**config.mk**
```make
export PLATFORM = sky130hd
export DESIGN_NAME = qrs_fifo
export DESIGN_NICKNAME = d
export VERILOG_FILES = /design/src/quadratic_root_solver_core_assert.svh /design/src/qrs_pkg.sv /design/src/qrs_fifo.sv
export SDC_FILE = /design/constraint.sdc
export NUM_CORES = 1
export LEC_CHECK = 0
export ABC_AREA = 1
export BUFFER_PORTS_ARGS = -buffer_cell sky130_fd_sc_hd__buf_2
export CORE_MARGIN = 2
export CORE_UTILIZATION = 40
export CTS_CLUSTER_SIZE = 24
export DETAILED_ROUTE_END_ITERATION = 10
export PLACE_DENSITY_LB_ADDON = 0.2
export SYNTH_ARGS = -nofsm -noshare
export SYNTH_HDL_FRONTEND = slang
export SYNTH_SLANG_ARGS = --single-unit
```
**constraint.sdc**
```tcl
create_clock -name i_clk -period 11 [get_ports i_clk]
set_clock_uncertainty 0.15 [all_clocks]
set_input_delay 2.2 -clock i_clk [delete_from_list [all_inputs] [get_ports i_clk]]
set_output_delay 2.2 -clock i_clk [all_outputs]
set_load 0.03 [all_outputs]
```
**src/quadratic_root_solver_core_assert.svh**
```systemverilog
// Assertion macros used by the back end of the quadratic root solver.
`ifndef QUADRATIC_ROOT_SOLVER_CORE_ASSERT_SVH
`define QUADRATIC_ROOT_SOLVER_CORE_ASSERT_SVH

// Checks that the consequent holds in the same cycle as the antecedent.
`define QRS_ASSERT_NOW(lbl, ant, con, msg) \
    lbl: assert property (@(posedge i_clk) disable iff (!i_rst_n) (ant) |-> (con)) \
        else $error(msg);

// Checks that the consequent holds in the cycle after the antecedent.
`define QRS_ASSERT_NEXT(lbl, ant, con, msg) \
    lbl: assert property (@(posedge i_clk) disable iff (!i_rst_n) (ant) |=> (con)) \
        else $error(msg);

`endif

```
**src/qrs_pkg.sv**
```systemverilog
// Types and constants of the quadratic root solver.
`timescale 1ns / 1ps
package qrs_pkg;

    localparam int COEF_WIDTH = 32;
    localparam int FRAC_BITS  = 16;
    localparam int DISC_WIDTH = 2 * COEF_WIDTH + 2;
    localparam int SQRT_WIDTH = DISC_WIDTH / 2;
    localparam int NUM_WIDTH  = COEF_WIDTH + 3;
    localparam int DVD_WIDTH  = COEF_WIDTH + 2 + FRAC_BITS;
    localparam int DEN_WIDTH  = COEF_WIDTH + 1;
    localparam int FIFO_DEPTH = 4;

    typedef struct packed {
        logic signed [COEF_WIDTH-1:0] coef_square;
        logic signed [COEF_WIDTH-1:0] coef_linear;
        logic signed [COEF_WIDTH-1:0] coef_const;
    } t_in_item;

    typedef struct packed {
        logic [1:0]                   root_count;
        logic signed [COEF_WIDTH-1:0] first_root;
        logic signed [COEF_WIDTH-1:0] second_root;
        logic                         saturated;
    } t_out_item;

    typedef enum logic [1:0] {
        K_NONE,
        K_LIN,
        K_DBL,
        K_TWO
    } t_kind;

    typedef struct packed {
        t_kind                       kind;
        logic [DISC_WIDTH-1:0]       disc;
        logic signed [NUM_WIDTH-1:0] nbase;
        logic [DEN_WIDTH-1:0]        den;
        logic                        den_neg;
    } t_job;

    typedef struct packed {
        t_job                  job;
        logic [SQRT_WIDTH+1:0] rem;
        logic [SQRT_WIDTH-1:0] root;
        logic [DISC_WIDTH-1:0] rad;
    } t_sq;

    typedef struct packed {
        logic [DVD_WIDTH-1:0] dvd;
        logic [DEN_WIDTH-1:0] rem;
        logic [DVD_WIDTH-1:0] quo;
        logic                 neg;
    } t_lane;

    typedef struct packed {
        t_kind                kind;
        logic [DEN_WIDTH-1:0] den;
        t_lane                l0;
        t_lane                l1;
    } t_dv;

endpackage

```
**src/qrs_fifo.sv**
```systemverilog
// Short queue of classified items between the front and back ends.
`timescale 1ns / 1ps
module qrs_fifo (
    input  logic          i_clk,
    input  logic          i_rst_n,
    input  logic          i_push,
    input  qrs_pkg::t_job i_data,
    output logic          o_full,
    input  logic          i_pop,
    output qrs_pkg::t_job o_data,
    output logic          o_empty
);
    import qrs_pkg::*;

    localparam int PW = $clog2(FIFO_DEPTH);

    t_job              r_mem [FIFO_DEPTH];
    logic [PW-1:0]     r_wr, r_rd;
    logic [PW:0]       r_cnt;
    logic              do_push, do_pop;

    assign o_full  = (r_cnt == (PW+1)'(FIFO_DEPTH));
    assign o_empty = (r_cnt == '0);
    assign do_push = i_push && !o_full;
    assign do_pop  = i_pop && !o_empty;
    assign o_data  = r_mem[r_rd];

    always_ff @(posedge i_clk) begin
        if (!i_rst_n) begin
            r_wr  <= '0;
            r_rd  <= '0;
            r_cnt <= '0;
        end else begin
            if (do_push) r_wr <= r_wr + 1'b1;
            if (do_pop)  r_rd <= r_rd + 1'b1;
            r_cnt <= r_cnt + (PW+1)'(do_push) - (PW+1)'(do_pop);
        end
    end

    always_ff @(posedge i_clk) begin
        if (do_push) r_mem[r_wr] <= i_data;
    end

endmodule

```
==> reports/results.txt <==
FP Rows - 83
cells after synthesis - 1,393
GRT Overall Usage - 0.171
Post-DRT Antenna Nets - 0
design area - 0.0244 mm^2
die extent in y - 232 um
Total Wirelength - 46,400 um
number of global-route vias before repair - 12,100
Std-Cell Core Area - 0.0513 mm^2
peak supply drop - 171 uV
Post-CTS Resized - 0
type of the worst setup path - reg -> out
max-slew violations - 0
Nets - 1,804
required time of the critical path - 8.65 ns
# IOs - 280
largest net degree at the start of global routing - 138
worst min-delay path startpoint - r_rd[0]$_SDFFE_PN0P_
CTS Buf Count - 57
Non-Filler Instances - 2,382
Die Span X - 232 um
Critical Path, Cell by Cell - buf_4, buf_4, o21ai_0, o22ai_1, buf_2
reg-to-reg startpoint - r_cnt[1]$_SDFF_PN0_
post-synth top area share - 0.792
die area - 0.0538 mm^2
Avg Inst Size Synth - 14.9 um^2
Clock Root Buffer - clkbuf_16
htree depth - 2
GRT overflow - 0
CTS tree - yes
PD cells - 247 mW/mm^2
mapped cell area - 0.0208 mm^2
setup violators final - 0
initial antenna violation count - 17
Net Count, Synth - 1,541
# hold bufs at CTS - 0
Final Util - 0.475
Max transition margin - 0.247
Fin. Hold Viols - 0
largest cells by area after synthesis - edfxtp_1, nor2_1, o22ai_1
hpwl dp - 25,100 um
DRC viols - 0
RSZ-0062 raised after global routing - no
routed via count - 12,300
Placer Congestion - 0.733
Hold Crit Class - reg -> reg
Post-CTS Setup Bufs - 0
FMAX - 168 MHz
Starting Density - 0.405
Starting DRT DRC Count - 670
area grow syn2layout - 17.2%
crit-path max cell delay - 0.78 ns
min cycle time layout - 5.94 ns
Critical Path Start Type - register
Pre-antenna DRT Iters - 5
clock buffer depth - 3
register area share after synthesis - 0.801
Syn. warnings - 0
final setup TNS - 0 ns
Worst Tran Pin Value - 1.13 ns
WP data arrival - 3.59 ns
run status - finished, final reports clean
leading area contributor after synthesis - edfxtp_1
WL/cell - 19.5 um
placed cell count - 2,277
via-per-instance ratio - 5.15
Max Cap Viol - 0
global-route wire length before repair - 70,300 um
crit-path max FO - 75
IO buf count - 279
post-synthesis cell type count - 17
clk sinks - 557
clk slew on worst S/H paths - 0.06 ns
Crit. End Element - output pin
worst skew pair latency - 0.59 ns
placed cell area - 0.0226 mm^2
Tcrit/Tclk final - 0.540
layout cell share with drive strength beyond 1 - 0.218
Crit path top cell by count - buf_4
slowest CP cell - dfxtp_4
Hold WS - 0.342 ns
Yosys reg bits - 557
Pleak - 8.40 nW
registers in the layout (all words and copies together), names as in the netlist, named ones only:
register	flops
r_mem	548
r_cnt	3
r_rd	2
r_wr	2
per-layer routing:
layer	up-vias	routed length, um	track usage
li1	5802	-	-
met1	6046	19300	0.215
met2	308	22200	0.279
met3	86	3770	0.0564
met4	24	1040	0.0537
met5	-	169	0
final cells by class:
cell class | count | area, um^2
sequential | 557 | 16600
clock buffer | 75 | 1490
inverter | 19 | 81.3
antenna | 4 | 10.0
fill | 4508 | 26900
clock inverter | 26 | 221
multi-input combinational | 727 | 3520
timing repair buffer | 294 | 1530
tap | 680 | 851
logic make-up (layout without fill, tap and decap cells):
logic type / after synthesis / in the layout / synth area share
flops: 557 / 557 / 0.801
buf+inv: 109 / 414 / 0.0311
other cells: 0 / 4 / 0
compound gates: 416 / 416 / 0.108
fa+ha+maj: 7 / 7 / 0.00458
simple gates: 304 / 304 / 0.0552
synth_stat cells:
master and count:
buf_4 14, inv_4 1, edfxtp_1 548, buf_6 24, buf_2 2, o21ai_0 151
nor2_1 286, nand2_1 14, o22ai_1 137, clkbuf_1 50, o21ai_1 123, dfxtp_1 9
fa_1 1, ha_1 6, a21oi_1 5, inv_1 18, nand3_1 4
critical path: cells and delay by family (launching register included):
kind | cells | cell delay, ns
compound gates | 2 | 0.45
flops | 1 | 0.78
buf+inv | 3 | 1.64
layout by cell type, fill, tap and decap left out:
cell,n
nor2_1,282
buf_12,2
clkinvlp_4,2
clkbuf_16,57
diode_2,4
buf_2,279
clkbuf_1,18
fa_1,1
ha_1,6
o21ai_1,123
bufinv_16,4
dfxtp_4,2
clkinv_4,1
inv_4,1
buf_4,13
nand3_1,4
o22ai_1,137
a21oi_1,5
edfxtp_1,548
dfxtp_1,7
clkinv_2,5
inv_1,17
inv_8,1
nor2_4,4
o21ai_0,151
nand2_1,14
clkinv_1,14
path summary, 6_finish.rpt:
path / end / slack [ns] / depth (start not counted)
worst min register to register: register / 0.34 / 2
worst max register to register: r_mem[1][75]$_DFFE_PP_ / 7.65 / 5
worst max-delay path: o_data[45] / 5.06 / 5
worst min-delay path: register / 0.34 / 2
through the flow:
stage | worst slack (ns) | total power, mW
CTS | 4.98 | 6.10
global placement | 5.71 | 4.28
finish | 5.06 | 6.01
global route | 4.77 | 6.31
floorplan | 2.21 | 3.86
detailed placement | 5.63 | 4.30
power breakdown:
group          internal (mW)  leakage [nW]  switching [mW]
clock network           1.04         0.826           0.753
logic                  0.381          2.48            1.19
registers               2.59          5.09          0.0672
total                   4.01          8.40            2.01
Note: power is estimated with default switching activity, not from simulation.
